===== src/hw/rtl/trbd_pkg.sv =====
package trbd_pkg;

    // Sizing of the record layout
    localparam int MAX_FIELDS     = 16;
    localparam int DATE_BYTES     = 8;
    localparam int DATETIME_BYTES = 14;

    localparam logic [4:0] FIELD_LIMIT = 5'(MAX_FIELDS);
    localparam logic [6:0] DATE_LEN    = 7'(DATE_BYTES);
    localparam logic [6:0] DTIME_LEN   = 7'(DATETIME_BYTES);

    // Field type codes
    localparam logic [2:0] TYPE_I8    = 3'd0;
    localparam logic [2:0] TYPE_I16   = 3'd1;
    localparam logic [2:0] TYPE_I32   = 3'd2;
    localparam logic [2:0] TYPE_I64   = 3'd3;
    localparam logic [2:0] TYPE_ZSTR  = 3'd4;
    localparam logic [2:0] TYPE_LSTR  = 3'd5;
    localparam logic [2:0] TYPE_DATE  = 3'd6;
    localparam logic [2:0] TYPE_DTIME = 3'd7;

    // The implicit id field is a 4-byte integer
    localparam logic [2:0] I4 = TYPE_I32;

    // Result kinds
    localparam logic [1:0] KIND_INT  = 2'd0;
    localparam logic [1:0] KIND_TEXT = 2'd1;
    localparam logic [1:0] KIND_END  = 2'd2;

    // Configuration register indexes
    localparam logic REG_USER_FIELD_COUNT = 1'b0;
    localparam logic REG_FIELD_TYPE_CODES = 1'b1;

    typedef struct packed {
        logic        expecting_count;
        logic [6:0]  records_left;
        logic [6:0]  record_index;
        logic [3:0]  field_index;
        logic [4:0]  byte_position;
        logic [6:0]  text_bytes_left;
        logic        length_pending;
        logic [63:0] integer_accumulator;
    } trbd_state_t;

    typedef struct packed {
        logic [6:0]  record_number;
        logic [3:0]  field_number;
        logic [1:0]  item_kind;
        logic [63:0] value;
        logic        field_done;
        logic        record_done;
        logic        block_done;
    } trbd_result_t;

    // Type of field fi; field 0 is always the id
    function automatic logic [2:0] field_type(input logic [3:0] fi, input logic [44:0] codes);
        logic [47:0] wide;
        logic [3:0]  k;
        logic [5:0]  base;
        wide = {3'b000, codes};
        k    = fi - 4'd1;
        base = {2'b00, k} * 6'd3;
        if (fi == 4'd0)
            return I4;
        return wide[base +: 3];
    endfunction

endpackage


===== src/hw/rtl/typed_record_block_deserializer.sv =====
// Typed record block deserializer: parses one stream byte per transfer.
// A result is registered and shows in the cycle after the byte that causes it.
// Throughput: one byte per cycle while the result register is free or being drained;
// the parse state updates in a single pass. Reset (rst_n low, asynchronous): waits
// for a count byte, counters cleared, both configuration registers zero, no result pending.
module typed_record_block_deserializer (
    input  logic               clk,
    input  logic               rst_n,
    input  logic               cfg_write_enable,
    input  logic               cfg_index,
    input  logic [44:0]        cfg_data,
    input  logic               in_valid,
    output logic               in_ready,
    input  logic [7:0]         data_byte,
    output logic               out_valid,
    input  logic               out_ready,
    output logic [6:0]         record_number,
    output logic [3:0]         field_number,
    output logic [1:0]         item_kind,
    output logic signed [63:0] value,
    output logic               field_done,
    output logic               record_done,
    output logic               block_done
);
    import trbd_pkg::*;

    logic [3:0]   user_field_count_reg;
    logic [44:0]  field_type_codes_reg;
    trbd_state_t  state_reg;
    trbd_state_t  state_next;
    trbd_result_t result_reg;
    trbd_result_t result_next;
    logic         emit;
    logic         out_valid_reg;
    logic         in_fire;

    // Configuration registers
    always_ff @(posedge clk or negedge rst_n)
    begin
        if (!rst_n)
        begin
            user_field_count_reg <= 4'd0;
            field_type_codes_reg <= 45'd0;
        end
        else if (cfg_write_enable)
        begin
            unique case (cfg_index)
                REG_USER_FIELD_COUNT: user_field_count_reg <= cfg_data[3:0];
                REG_FIELD_TYPE_CODES: field_type_codes_reg <= cfg_data;
            endcase
        end
    end

    trbd_parse u_parse (
        .cur              (state_reg),
        .data_byte        (data_byte),
        .user_field_count (user_field_count_reg),
        .field_type_codes (field_type_codes_reg),
        .nxt              (state_next),
        .emit             (emit),
        .res              (result_next)
    );

    // Accept whenever the result register is free or being drained
    assign in_ready = !out_valid_reg || out_ready;
    assign in_fire  = in_valid && in_ready;

    // Parse state
    always_ff @(posedge clk or negedge rst_n)
    begin
        if (!rst_n)
        begin
            state_reg <= '{expecting_count: 1'b1, default: '0};
        end
        else if (in_fire)
        begin
            state_reg <= state_next;
        end
    end

    // Result register
    always_ff @(posedge clk or negedge rst_n)
    begin
        if (!rst_n)
            out_valid_reg <= 1'b0;
        else if (in_fire)
            out_valid_reg <= emit;
        else if (out_ready)
            out_valid_reg <= 1'b0;
    end

    always_ff @(posedge clk)
    begin
        if (in_fire && emit)
            result_reg <= result_next;
    end

    assign out_valid     = out_valid_reg;
    assign record_number = result_reg.record_number;
    assign field_number  = result_reg.field_number;
    assign item_kind     = result_reg.item_kind;
    assign value         = signed'(result_reg.value);
    assign field_done    = result_reg.field_done;
    assign record_done   = result_reg.record_done;
    assign block_done    = result_reg.block_done;

    // Checks
    a_block_ends_record: assert property (@(posedge clk) disable iff (!rst_n)
        out_valid && block_done |-> record_done && field_done)
        else $error("block end without record end");

    a_record_ends_field: assert property (@(posedge clk) disable iff (!rst_n)
        out_valid && record_done |-> field_done)
        else $error("record end without field end");

    a_end_marker_done: assert property (@(posedge clk) disable iff (!rst_n)
        out_valid && item_kind == KIND_END |-> field_done && value == 64'sd0)
        else $error("field end marker malformed");

    a_text_byte_range: assert property (@(posedge clk) disable iff (!rst_n)
        out_valid && item_kind == KIND_TEXT |-> value[63:8] == 56'd0)
        else $error("text byte out of range");

endmodule


===== src/hw/rtl/trbd_parse.sv =====
module trbd_parse (
    input  trbd_pkg::trbd_state_t  cur,
    input  logic [7:0]             data_byte,
    input  logic [3:0]             user_field_count,
    input  logic [44:0]            field_type_codes,
    output trbd_pkg::trbd_state_t  nxt,
    output logic                   emit,
    output trbd_pkg::trbd_result_t res
);
    import trbd_pkg::*;

    logic [2:0]  cur_type;
    logic [2:0]  new_type;
    logic [3:0]  new_field;
    logic [4:0]  total;
    logic        last_field;
    logic [4:0]  size_bytes;
    logic [4:0]  bp_inc;
    logic [63:0] merged;
    logic [63:0] ext_mask;
    logic        sign_bit;
    logic        fdone;

    assign cur_type = field_type(cur.field_index, field_type_codes);

    // Integer byte merge and sign extension
    assign size_bytes = 5'd1 << cur_type[1:0];
    assign bp_inc     = cur.byte_position + 5'd1;
    assign merged     = cur.integer_accumulator
                      | (64'(data_byte) << {cur.byte_position[2:0], 3'b000});

    always_comb
    begin
        case (cur_type[1:0])
            2'd0:    begin sign_bit = merged[7];  ext_mask = ~64'h0000_0000_0000_00FF; end
            2'd1:    begin sign_bit = merged[15]; ext_mask = ~64'h0000_0000_0000_FFFF; end
            2'd2:    begin sign_bit = merged[31]; ext_mask = ~64'h0000_0000_FFFF_FFFF; end
            default: begin sign_bit = 1'b0;       ext_mask = 64'h0; end
        endcase
    end

    // Field and record limits
    assign total      = ((5'd1 + {1'b0, user_field_count}) > FIELD_LIMIT)
                      ? FIELD_LIMIT : (5'd1 + {1'b0, user_field_count});
    assign last_field = ({1'b0, cur.field_index} + 5'd1) >= total;
    assign new_field  = last_field ? 4'd0 : cur.field_index + 4'd1;
    assign new_type   = field_type(cur.expecting_count ? 4'd0 : new_field, field_type_codes);

    // Per-byte step
    always_comb
    begin
        nxt   = cur;
        emit  = 1'b0;
        fdone = 1'b0;
        res.record_number = cur.record_index;
        res.field_number  = cur.field_index;
        res.item_kind     = KIND_INT;
        res.value         = 64'h0;
        res.field_done    = 1'b0;
        res.record_done   = 1'b0;
        res.block_done    = 1'b0;

        if (cur.expecting_count)
        begin
            if (data_byte != 8'd0 && !data_byte[7])
            begin
                nxt.records_left    = data_byte[6:0];
                nxt.record_index    = 7'd0;
                nxt.field_index     = 4'd0;
                nxt.expecting_count = 1'b0;
                fdone               = 1'b1;  // start field 0 below, no result
            end
        end
        else if (cur_type <= TYPE_I64)
        begin
            nxt.integer_accumulator = merged;
            nxt.byte_position       = bp_inc;
            if (!(bp_inc < size_bytes && bp_inc != 5'd0))
            begin
                emit          = 1'b1;
                fdone         = 1'b1;
                res.item_kind = KIND_INT;
                res.value     = merged | (sign_bit ? ext_mask : 64'h0);
            end
        end
        else if (cur_type == TYPE_ZSTR)
        begin
            emit = 1'b1;
            if (data_byte == 8'd0)
            begin
                res.item_kind = KIND_END;
                fdone         = 1'b1;
            end
            else
            begin
                res.item_kind = KIND_TEXT;
                res.value     = 64'(data_byte);
            end
        end
        else if (cur_type == TYPE_LSTR && cur.length_pending)
        begin
            nxt.length_pending = 1'b0;
            if (data_byte != 8'd0 && !data_byte[7])
            begin
                nxt.text_bytes_left = data_byte[6:0];
            end
            else
            begin
                emit          = 1'b1;
                fdone         = 1'b1;
                res.item_kind = KIND_END;
            end
        end
        else
        begin
            emit          = 1'b1;
            res.item_kind = KIND_TEXT;
            res.value     = 64'(data_byte);
            if (cur.text_bytes_left <= 7'd1)
            begin
                nxt.text_bytes_left = 7'd0;
                fdone               = 1'b1;
            end
            else
            begin
                nxt.text_bytes_left = cur.text_bytes_left - 7'd1;
            end
        end

        // Field, record and block completion
        if (emit && fdone)
        begin
            res.field_done = 1'b1;
            if (last_field)
            begin
                res.record_done  = 1'b1;
                nxt.field_index  = 4'd0;
                nxt.record_index = cur.record_index + 7'd1;
                if (cur.records_left <= 7'd1)
                begin
                    nxt.records_left    = 7'd0;
                    res.block_done      = 1'b1;
                    nxt.expecting_count = 1'b1;
                end
                else
                begin
                    nxt.records_left = cur.records_left - 7'd1;
                end
            end
            else
            begin
                nxt.field_index = new_field;
            end
        end

        // Start of the next field
        if (fdone)
        begin
            nxt.byte_position       = 5'd0;
            nxt.integer_accumulator = 64'h0;
            nxt.length_pending      = (new_type == TYPE_LSTR);
            if (new_type == TYPE_DATE)
                nxt.text_bytes_left = DATE_LEN;
            else if (new_type == TYPE_DTIME)
                nxt.text_bytes_left = DTIME_LEN;
            else
                nxt.text_bytes_left = 7'd0;
        end
    end

endmodule


===== config.mk =====
export PLATFORM = sky130hd
export DESIGN_NAME = typed_record_block_deserializer
export DESIGN_NICKNAME = d
export VERILOG_FILES = /design/src/hw/rtl/trbd_pkg.sv /design/src/hw/rtl/typed_record_block_deserializer.sv /design/src/hw/rtl/trbd_parse.sv
export SDC_FILE = /design/constraint.sdc
export NUM_CORES = 1
export LEC_CHECK = 0
export ABC_AREA = 1
export BUFFER_PORTS_ARGS = -buffer_cell sky130_fd_sc_hd__buf_2
export CORE_MARGIN = 8
export CORE_UTILIZATION = 60
export DETAILED_ROUTE_END_ITERATION = 6
export PLACE_DENSITY = 0.79
export SYNTH_ARGS = -nofsm -noshare
export SYNTH_HDL_FRONTEND = slang
export SYNTH_SLANG_ARGS = --single-unit

===== constraint.sdc =====
create_clock -name clk -period 10.4 [get_ports clk]
set_input_delay 0.52 -clock clk [delete_from_list [all_inputs] [get_ports clk]]
set_output_delay 0.52 -clock clk [all_outputs]
set_load 0.005 [all_outputs]

-- Word level (Yosys, flattened, before mapping)
Index checks and enable logic that the tools add are counted.
- register bits after elaboration: 226
- bits of input ports: 59
- output and inout port bits: 82
- logic and storage cells: 137
- add/sub/neg operators: 9
- multiply operators: 2
- $lt $le $gt $ge: 6
- eq/ne operators: 11
- shift operators: 4
- muxes and demuxes: 57
- bitwise gates (word level): 3
- reductions and logical operators: 27
- operators with widths (kind ; number):
    64-bit 2-to-1 mux ; 3
    64-bit case mux with 3 select lines ; 1
    77-bit 2-to-1 mux ; 2
    66-bit 2-to-1 mux ; 2
    64-bit OR ; 2
    48-bit by 7-bit variable part select with 3-bit output ; 2
    8-bit by 6-bit left shift with 64-bit output ; 1
    19-bit 2-to-1 mux ; 3
    7-bit 2-to-1 mux ; 5
    8-bit 2-to-1 mux ; 4
    1-bit 2-to-1 mux ; 20
    4-bit 2-to-1 mux ; 4
    3-bit equality test, second input constant ; 5
    15-bit 2-to-1 mux ; 1
    3-bit 2-to-1 mux ; 5
    7-bit by 1-bit <= comparator with 1-bit output, second input constant ; 2
    7-bit by 1-bit subtractor with 7-bit output, second input constant ; 2
    4-bit by 2-bit multiplier with 6-bit output, second input constant ; 2
    5-bit 2-to-1 mux ; 2
    5-bit AND reduction ; 2
    2-bit nonzero test ; 5
    4-bit logical NOT ; 2
    8-bit logical NOT ; 1
    2-bit 2-to-1 mux ; 4
    other kinds (25) ; 37

-- Longest topological paths before layout
Gate-level depths: netlist (run 1).
- depth after elaboration: 14
- mapped depth: 25
- gate-level depth less buffers: 23

-- By module
From an unflattened synthesis (run 1), not the netlist that was laid out.
- cell total of the unflattened synthesis: 1897
- area, all modules: 13743.2 µm²
- modules (own cells, without submodules) (module ; instances ; cells each ; area each (µm²) ; sequential area each (µm²)):
    typed_record_block_deserializer ; 1 ; 713 ; 8145.3 ; 6057.1
    trbd_parse ; 1 ; 1184 ; 5597.9 ; 0.0

-- Worst setup path before layout (run 1)
OpenSTA, ideal clock, no wires.
- path kind: register to register
- start: reg state_reg[77] (netlist name)
- end: reg result_reg (netlist bit block_done) (enable)
- library setup time: 519 ps
- arrival: 6056 ps
- data required time: 9881 ps
- path slack: 3825 ps
- stages on the path, launching flop included: 19
- path buffers: 2
- clock period less this slack: 6575 ps
- path through: dfrtp_1 > inv_2 > buf_4 > ha_1 > clkbuf_1 > nand3_1 > nand2_1 > nand3_1 > nand3_2 > nand4_1 > ha_1 > nand2_1 > o211ai_1 > inv_1 > nand3_1 > nand2_1 > nand2_1 > inv_1 > nor2_1
- cells in the longest elaborated chain, start to end: 11
- elaborated cells between the ends (all ways): 19
- those cells by class: 1 x add/sub; 1 x mul; 2 x order compare; 2 x eq/ne; 2 x shift; 7 x mux; 4 x reduce/logical
- ends and longest elaborated chain (element ; RTL line ; RTL):
    from (decl) ; typed_record_block_deserializer.sv:29 ; trbd_state_t state_reg;
    from (signal assigned) ; typed_record_block_deserializer.sv:77 ; state_reg <= state_next;
    4-bit by 1-bit subtractor with 4-bit output ; trbd_pkg.sv:61 ; k = fi - 4'd1;
    4-bit by 2-bit multiplier with 6-bit output ; trbd_pkg.sv:62 ; base = {2'b00, k} * 6'd3;
    48-bit by 7-bit variable part select with 3-bit output ; trbd_pkg.sv:65 ; return wide[base +: 3];
    3-bit 2-to-1 mux (*) ; trbd_pkg.sv:65 ;
    1-bit by 2-bit left shift with 5-bit output or 3-bit equality test (tied branches) ; trbd_parse.sv:27, trbd_parse.sv:100 ;
    5-bit less-than comparator or 1-bit logical AND (tied branches) ; trbd_parse.sv:78, trbd_parse.sv:100 ;
    1-bit logical AND or 1-bit 2-to-1 mux (tied branches) ; trbd_parse.sv:78, trbd_parse.sv:100 ;
    1-bit 2-to-1 mux, on equally long branches ; trbd_parse.sv:78, trbd_parse.sv:86 ;
    1-bit 2-to-1 mux (*) ; trbd_parse.sv:74 ; else if (cur_type <= TYPE_I64)
    1-bit 2-to-1 mux (*) ; trbd_parse.sv:63 ; if (cur.expecting_count)
    1-bit logical AND (*) ; typed_record_block_deserializer.sv:94 ; if (in_fire && emit)
    to (signal assigned) ; typed_record_block_deserializer.sv:95 ; result_reg <= result_next;
    to (decl) ; typed_record_block_deserializer.sv:31 ; trbd_result_t result_reg;
Mark *: on every way between the ends. The rest lies on a longest branch, timed or not.
A chain may end at the register's enable or synchronous reset.

-- Worst setup path after layout (run 1)
- start: reg state_reg[77] (netlist name)
- end: reg result_reg (netlist bit value[39]) (enable)
The elaborated chain is that of the path after synthesis.

==> key figures, run 1 <==
Finish
  – Reg area: 6060 um^2
  – Layout cells sized above 1: 0.168
  – Final instance area: 13000 um^2
  – Multi-input logic area: 4620 um^2
  – Max FFs per register: 96
  – Fillers: 1449
  – Syn-to-layout area delta: 13.8%
  – Most common cell after layout, fill and taps aside: nand2_1
  – Final core utilization: 0.698
  – Antenna diodes: 0
  – Layout Nets: 1515
  – Most frequent cells in the layout: nand2_1, a21oi_1, dfrtp_1

Placement
  – Global placer's final weighted congestion: 0.955
  – IO buf count: 140
  – Hpwl dp: 19600 um
  – Post-DP Area: 12200 um^2
  – Setup WS pre-CTS: 3.90 ns

Floorplanning
  – Die Height: 154 um
  – Die area: 23800 um^2
  – Initial core utilization: 0.613
  – Die X: 154 um
  – Core outline area: 18700 um^2
  – IO Count: 141
  – Cell Rows: 50

Synth
  – Simple-gate portion of the synthesized area: 0.213
  – Post-synthesis net count: 1408
  – Post-Syn Area: 11500 um^2
  – Mean post-synth cell area: 8.62 um^2
  – Main flop type after synthesis: dfrtp_1
  – Mux share of post-synthesis cell area: 0.0177
  – Yosys warnings: 0
  – Post-synthesis adder-cell area fraction: 0.0196
  – Synth Area in Compound Gates: 0.139
  – Number of synthesized register bits: 226
  – Gate Count Post-Synth: 1331
  – Post-synth ARST share: 0.646
  – Largest family of logic cells by synthesized area: simple AND/OR/NAND/NOR gates
  – Number of flops mapped to enable cells by yosys: 80
  – Sequential area share after synthesis: 0.528
  – XOR/XNOR Fraction of Synth Area: 0.0122
  – Unique masters post-synth: 40

Worst setup path
  – FF-to-FF Start: state_reg[77]$_DFFE_PN0P_
  – CP Data Required Time: 10.56 ns
  – Reg2reg end: value[39]$_SDFFCE_PP0P_
  – Max FO, Critical Path: 65
  – Worst setup SP type: flip-flop
  – R2r worst-path depth: 20
  – R2R Setup Slk: 3.80 ns
  – CP Class: reg -> reg
  – CP endpoint kind: flip-flop
  – Arr. time, crit path: 6.76 ns

Timing
  – Period utilization: 0.635
  – Relative slew slack: 0.240
  – Max frequency: 0.151 GHz
  – Hold Slack: 0.000457 ns
  – Setup ws final: 3.80 ns
  – Worst-Margin Slew: 1.14 ns
  – Final Hold Vio Count: 0
  – Crit path time final: 6.60 ns
  – Final setup violation count: 0
  – Setup TNS Final: 0 ns
  – Final Skew: 0.00860 ns
  – Max-slew violation count: 0
  – RSZ-0062 raised after global routing: no

Power
  – Leak Pwr: 5.92 nW
  – Peak supply drop: 407 uV
  – Power density cells: 389 nW/um^2

Clocking
  – TritonCTS clock tree: done
  – Worst skew pair latency: 0.53 ns
  – Hold bufs inserted after CTS: 0
  – CTS clk-pin slew, worst paths: 0.06 ns
  – Root Buffer Master: clkbuf_16
  – Clock Sinks: 226
  – Post-CTS sizing: 0
  – H-Tree Depth: 1
  – Max Root-Sink Buffers: 3
  – Post-CTS Setup Bufs: 0
  – Inserted Clock Buffers: 24

GRT
  – Vias in the first global route: 9358
  – Remaining Overflow, GRT: 0
  – Initial antenna violation count: 0
  – Total Routing Usage GR: 0.243
  – Global-route wire length before repair: 48000 um
  – Largest net degree at the start of global routing: 77

Routing
  – Via/cell ratio: 5.73
  – Total wire length: 29300 um
  – Drt pass-1 iters: 7
  – Via count: 9686
  – Residual DRC: 0
  – WL/cell: 17.3 um
  – Antenna viol nets, final: 0
  – Drt initial violations: 952

Status
  – Outcome: finished clean

Worst hold path
  – Hold crit path type: in -> async

Job
  – Maxcap violations: 0
cells in the mapped netlist (2+ instances only):
| cell type | n | area share |
|---|---|---|
| edfxtp_1 | 80 | 0.21 |
| nor3_1 | 32 | 0.014 |
| buf_6 | 4 | 0.0039 |
| o21a_1 | 6 | 0.0039 |
| buf_2 | 18 | 0.0079 |
| o21ai_1 | 4 | 0.0017 |
| clkbuf_1 | 30 | 0.0098 |
| o211ai_1 | 3 | 0.0020 |
| o31ai_1 | 2 | 0.0013 |
| a21oi_1 | 169 | 0.074 |
| ha_1 | 18 | 0.020 |
| a31oi_1 | 17 | 0.0093 |
| xor2_1 | 13 | 0.0099 |
| nor2_1 | 78 | 0.026 |
| xnor2_1 | 3 | 0.0023 |
| o21ai_0 | 49 | 0.021 |
| inv_2 | 8 | 0.0026 |
| nand2_2 | 5 | 0.0027 |
| inv_1 | 113 | 0.037 |
| o22ai_1 | 14 | 0.0076 |
| nand2_1 | 342 | 0.11 |
| a22oi_2 | 10 | 0.011 |
| nor2_2 | 4 | 0.0022 |
| a22oi_1 | 7 | 0.0046 |
| nand3_1 | 91 | 0.040 |
| buf_1 | 7 | 0.0023 |
| a21boi_0 | 2 | 0.0013 |
| nand4_1 | 14 | 0.0076 |
| nand3_2 | 8 | 0.0070 |
| dfrtp_1 | 145 | 0.32 |
| buf_4 | 9 | 0.0059 |
| mux2_2 | 18 | 0.018 |
power by group:
part / internal, W / switching (W)
logic: 0.000722 / 0.00195
clock network: 0.000547 / 0.000354
registers: 0.00134 / 0.000161
total: 0.00261 / 0.00247
metal layers:
layer	share of wire	vias to the layer above	global-route usage	routed length, um
met3	0.080	61	0.0398	2350
met2	0.45	427	0.376	13200
met5	0	-	0	0
li1	-	4703	-	-
met4	0.024	0	0.0761	716
met1	0.45	4495	0.347	13000
layout make-up:
type | instances | share of cell area
clock buffer | 29 | 0.0499
clock inverter | 15 | 0.0146
inverter | 122 | 0.0351
multi-input combinational | 915 | 0.354
sequential | 226 | 0.464
tap | 234 | 0.0224
timing repair buffer | 149 | 0.0594
worst max path at each step:
stage                              start                  endpoint  slack (ns)  depth (start not counted)
2_1_floorplan  state_reg[77]$_DFFE_PN0P_  block_done$_SDFFCE_PN0P_        3.83                         18
3_3_place_gp   state_reg[77]$_DFFE_PN0P_   value[28]$_SDFFCE_PP0P_        4.03                         20
4_1_cts        state_reg[77]$_DFFE_PN0P_   value[33]$_SDFFCE_PP0P_        3.86                         20
5_1_grt        state_reg[77]$_DFFE_PN0P_   value[33]$_SDFFCE_PP0P_        3.24                         20
3_5_place_dp   state_reg[77]$_DFFE_PN0P_   value[30]$_SDFFCE_PP0P_        3.90                         20
6_report       state_reg[77]$_DFFE_PN0P_   value[39]$_SDFFCE_PP0P_        3.80                         20
cells by family (layout without fill, tap and decap cells):
logic type	Yosys count	after routing
mux	18	18
flops	226	226
simple gates	578	578
compound gates	285	285
buf+inv	190	315
xor+xnor	16	16
fa+ha+maj	18	18
per-stage QoR:
stage / total power [W] / cells
3_3_place_gp: 0.00411 / 1646
6_report: 0.00507 / 1690
3_5_place_dp: 0.00414 / 1646
4_1_cts: 0.00505 / 1690
5_1_grt: 0.00545 / 1690
2_1_floorplan: 0.00345 / 1331
worst max-delay path: stages (launching register included):
cell	delay (ns)
dfrtp_1	0.99
inv_2	0.42
ha_1	0.90
inv_2	0.26
nand3_1	0.14
nand2_1	0.06
nand2_1	0.05
nand3_1	0.10
nand3_2	0.14
nand4_1	0.13
ha_1	0.31
nand2_1	0.08
o211ai_1	0.22
inv_1	0.08
nand3_1	0.10
nand2_2	0.05
buf_4	0.32
nand2_1	0.40
inv_1	0.15
nor2_4	0.57
buf_4	0.68
Power figures use the tool's default switching activity.
==> run 2, diff against run 1 <==
Settings changed: ABC_AREA 1 to 0, CORE_UTILIZATION 60 to 58, PLACE_DENSITY 0.79 to 0.77.
Clock period 10.4 ns to 6.5 ns, I/O delays scaled along.
==> key figures, run 2 <==
Synth
  – Mean post-synth cell area: 11.1 um^2
  – Number of synthesized register bits: 226
  – Main flop type after synthesis: dfrtp_1
  – Number of flops mapped to enable cells by yosys: 80
  – Mux share of post-synthesis cell area: 0.0983
  – Gate Count Post-Synth: 998
  – Yosys warnings: 0
  – Post-synth ARST share: 0.646
  – Simple-gate portion of the synthesized area: 0.114
  – Most instantiated cells after synthesis: dfrtp_1, a21oi_1, nor2_1
  – Post-synthesis net count: 1075
  – Post-synthesis adder-cell area fraction: 0.0204
  – Synth Area in Compound Gates: 0.169
  – Top-area cell type share of the netlist area: 0.328
  – Largest family of logic cells by synthesized area: compound AO/OA/AOI/OAI gates
  – Sequential area share after synthesis: 0.548
  – XOR/XNOR Fraction of Synth Area: 0.0119
  – Post-Syn Area: 11100 um^2
  – Top-count cell post-synth: dfrtp_1
  – Unique masters post-synth: 80
  – Main area contributors after synthesis: dfrtp_1, edfxtp_1, a21oi_1
  – Yosys top cell by area: dfrtp_1

Placement
  – Post-DP Area: 11800 um^2
  – Global placer's final weighted congestion: 0.928
  – Hpwl dp: 17600 um
  – IO buf count: 140

Clocking
  – Hold bufs inserted after CTS: 1
  – Max Root-Sink Buffers: 3
  – Post-CTS sizing: 0
  – TritonCTS clock tree: done
  – CTS clk-pin slew, worst paths: 0.06 ns
  – Inserted Clock Buffers: 24
  – Root Buffer Master: clkbuf_16
  – Worst skew pair latency: 0.52 ns
  – Clock Sinks: 226
  – Post-CTS Setup Bufs: 0
  – H-Tree Depth: 1

GRT
  – Global-route wire length before repair: 43000 um
  – Largest net degree at the start of global routing: 75
  – Vias in the first global route: 8110
  – Remaining Overflow, GRT: 0
  – Initial antenna violation count: 0
  – Total Routing Usage GR: 0.220

Floorplanning
  – Die X: 154 um
  – Initial core utilization: 0.591
  – Core outline area: 18700 um^2
  – Die area: 23700 um^2
  – Die Height: 154 um
  – Cell Rows: 50
  – IO Count: 141

Finish
  – Antenna diodes: 0
  – Max FFs per register: 96
  – Most frequent cells in the layout: dfrtp_1, buf_2, a21oi_1
  – Multi-input logic area: 4590 um^2
  – Syn-to-layout area delta: 14.5%
  – Reg area: 6060 um^2
  – Layout cells sized above 1: 0.259
  – Most common cell after layout, fill and taps aside: dfrtp_1
  – Fillers: 1442
  – Layout Nets: 1181
  – Final instance area: 12700 um^2

Timing
  – Final Hold Vio Count: 0
  – Max-slew violation count: 0
  – Max frequency: 0.175 GHz
  – Final setup violation count: 0
  – Setup TNS Final: 0 ns
  – Final Skew: 0.0202 ns
  – Worst-Margin Slew: 1.15 ns
  – Period utilization: 0.881
  – Crit path time final: 5.73 ns
  – RSZ-0062 raised after global routing: no
  – Relative slew slack: 0.233

Worst setup path
  – Worst setup SP type: flip-flop
  – Arr. time, crit path: 5.88 ns
  – Max FO, Critical Path: 63
  – CP Class: reg -> reg
  – CP endpoint kind: flip-flop
  – R2R Setup Slk: 0.77 ns
  – CP Data Required Time: 6.65 ns

Power
  – Peak supply drop: 444 uV
  – Power density cells: 587 nW/um^2
  – Leak Pwr: 5.36 nW

Routing
  – WL/cell: 19.6 um
  – Residual DRC: 0
  – Drt pass-1 iters: 5
  – Top sig layer: met4
  – Antenna viol nets, final: 0
  – Drt initial violations: 651
  – WL met2: 12200 um
  – Total wire length: 26600 um
  – Via/cell ratio: 6.15
  – Met3 Wirelength: 1970 um
  – Via count: 8333
  – DRT met1 WL: 12000 um

Job
  – Maxcap violations: 0

Worst hold path
  – Hold crit path type: in -> reg

Status
  – Outcome: finished clean
==> run 2: cells by family after synthesis <==
kind of cell,count (synthesis)
and+or+nand+nor,254
adders and majority gates,18
xor gates and xnor gates,15
DFF,226
AOI/OAI and AO/OA,302
muxes,85
buffers and inverters,98
==> run 2: report_power, final <==
group | switching, W | total, W | leakage [nW] | internal (W)
Clock | 0.000549 | 0.00136 | 0.396 | 0.000813
Sequential | 0.000263 | 0.00250 | 2.64 | 0.00224
Combinational | 0.00231 | 0.00357 | 2.32 | 0.00126
Total | 0.00312 | 0.00744 | 5.36 | 0.00431
==> run 2: path summary, 6_finish.rpt <==
check                                           from                                  end  cells after the start
setup / recovery           state_reg[77]$_DFFE_PN0P_              value[56]$_SDFFCE_PP0P_                     17
hold / removal                           cfg_data[0]  user_field_count_reg[0]$_DFFE_PN0P_                      3
setup reg to reg           state_reg[77]$_DFFE_PN0P_              value[56]$_SDFFCE_PP0P_                     17
hold reg to reg            state_reg[87]$_DFFE_PN0P_           record_number[6]$_DFFE_PP_                      0
max in group asynchronous                      rst_n            state_reg[14]$_DFFE_PN0P_                      3
min in group asynchronous                      rst_n            state_reg[65]$_DFFE_PN0P_                      2
==> run 2: area by class of cell <==
type                            instances  area share
Tap cell                              234      0.0231
Timing Repair Buffer                  156      0.0655
Sequential cell                       226       0.478
Inverter                               22     0.00652
Multi-Input combinational cell        674       0.363
Clock inverter                         10     0.00721
Clock buffer                           33      0.0566
==> run 2: metrics by stage <==
stage                      util  power (W)  hold WS (ns)  setup slack [ns]  cells
after floorplan               -    0.00506        0.0294             0.221    998
after global placement    0.633    0.00596         0.390             0.920   1311
after detailed placement  0.633    0.00606         0.394             0.793   1311
after CTS                 0.677    0.00746        0.0252             0.773   1355
after global routing      0.677    0.00794        0.0313             0.402   1355
final                     0.677    0.00744        0.0364             0.775   1355
==> run 2: metal layers <==
layer / vias up / GRT usage
li1: 3933 / -
met1: 4036 / 0.316
met2: 325 / 0.338
met3: 39 / 0.0432
met4: 0 / 0.0560
met5: - / 0
==> run 2: critical path, stage by stage, from the launching register on <==
cell and delay (ns):
dfrtp_1 0.34, inv_1 0.04, buf_4 0.18, ha_1 0.75, mux4_2 0.41, or3_4 0.36
nand3_1 0.11, a21o_1 0.36, nand2_1 0.10, ha_1 0.31, a21o_1 0.13, a211oi_1 0.08
o2111ai_1 0.08, nand4b_1 0.20, nand2_1 0.16, a211o_1 0.47, nor2_4 0.53, buf_4 0.71
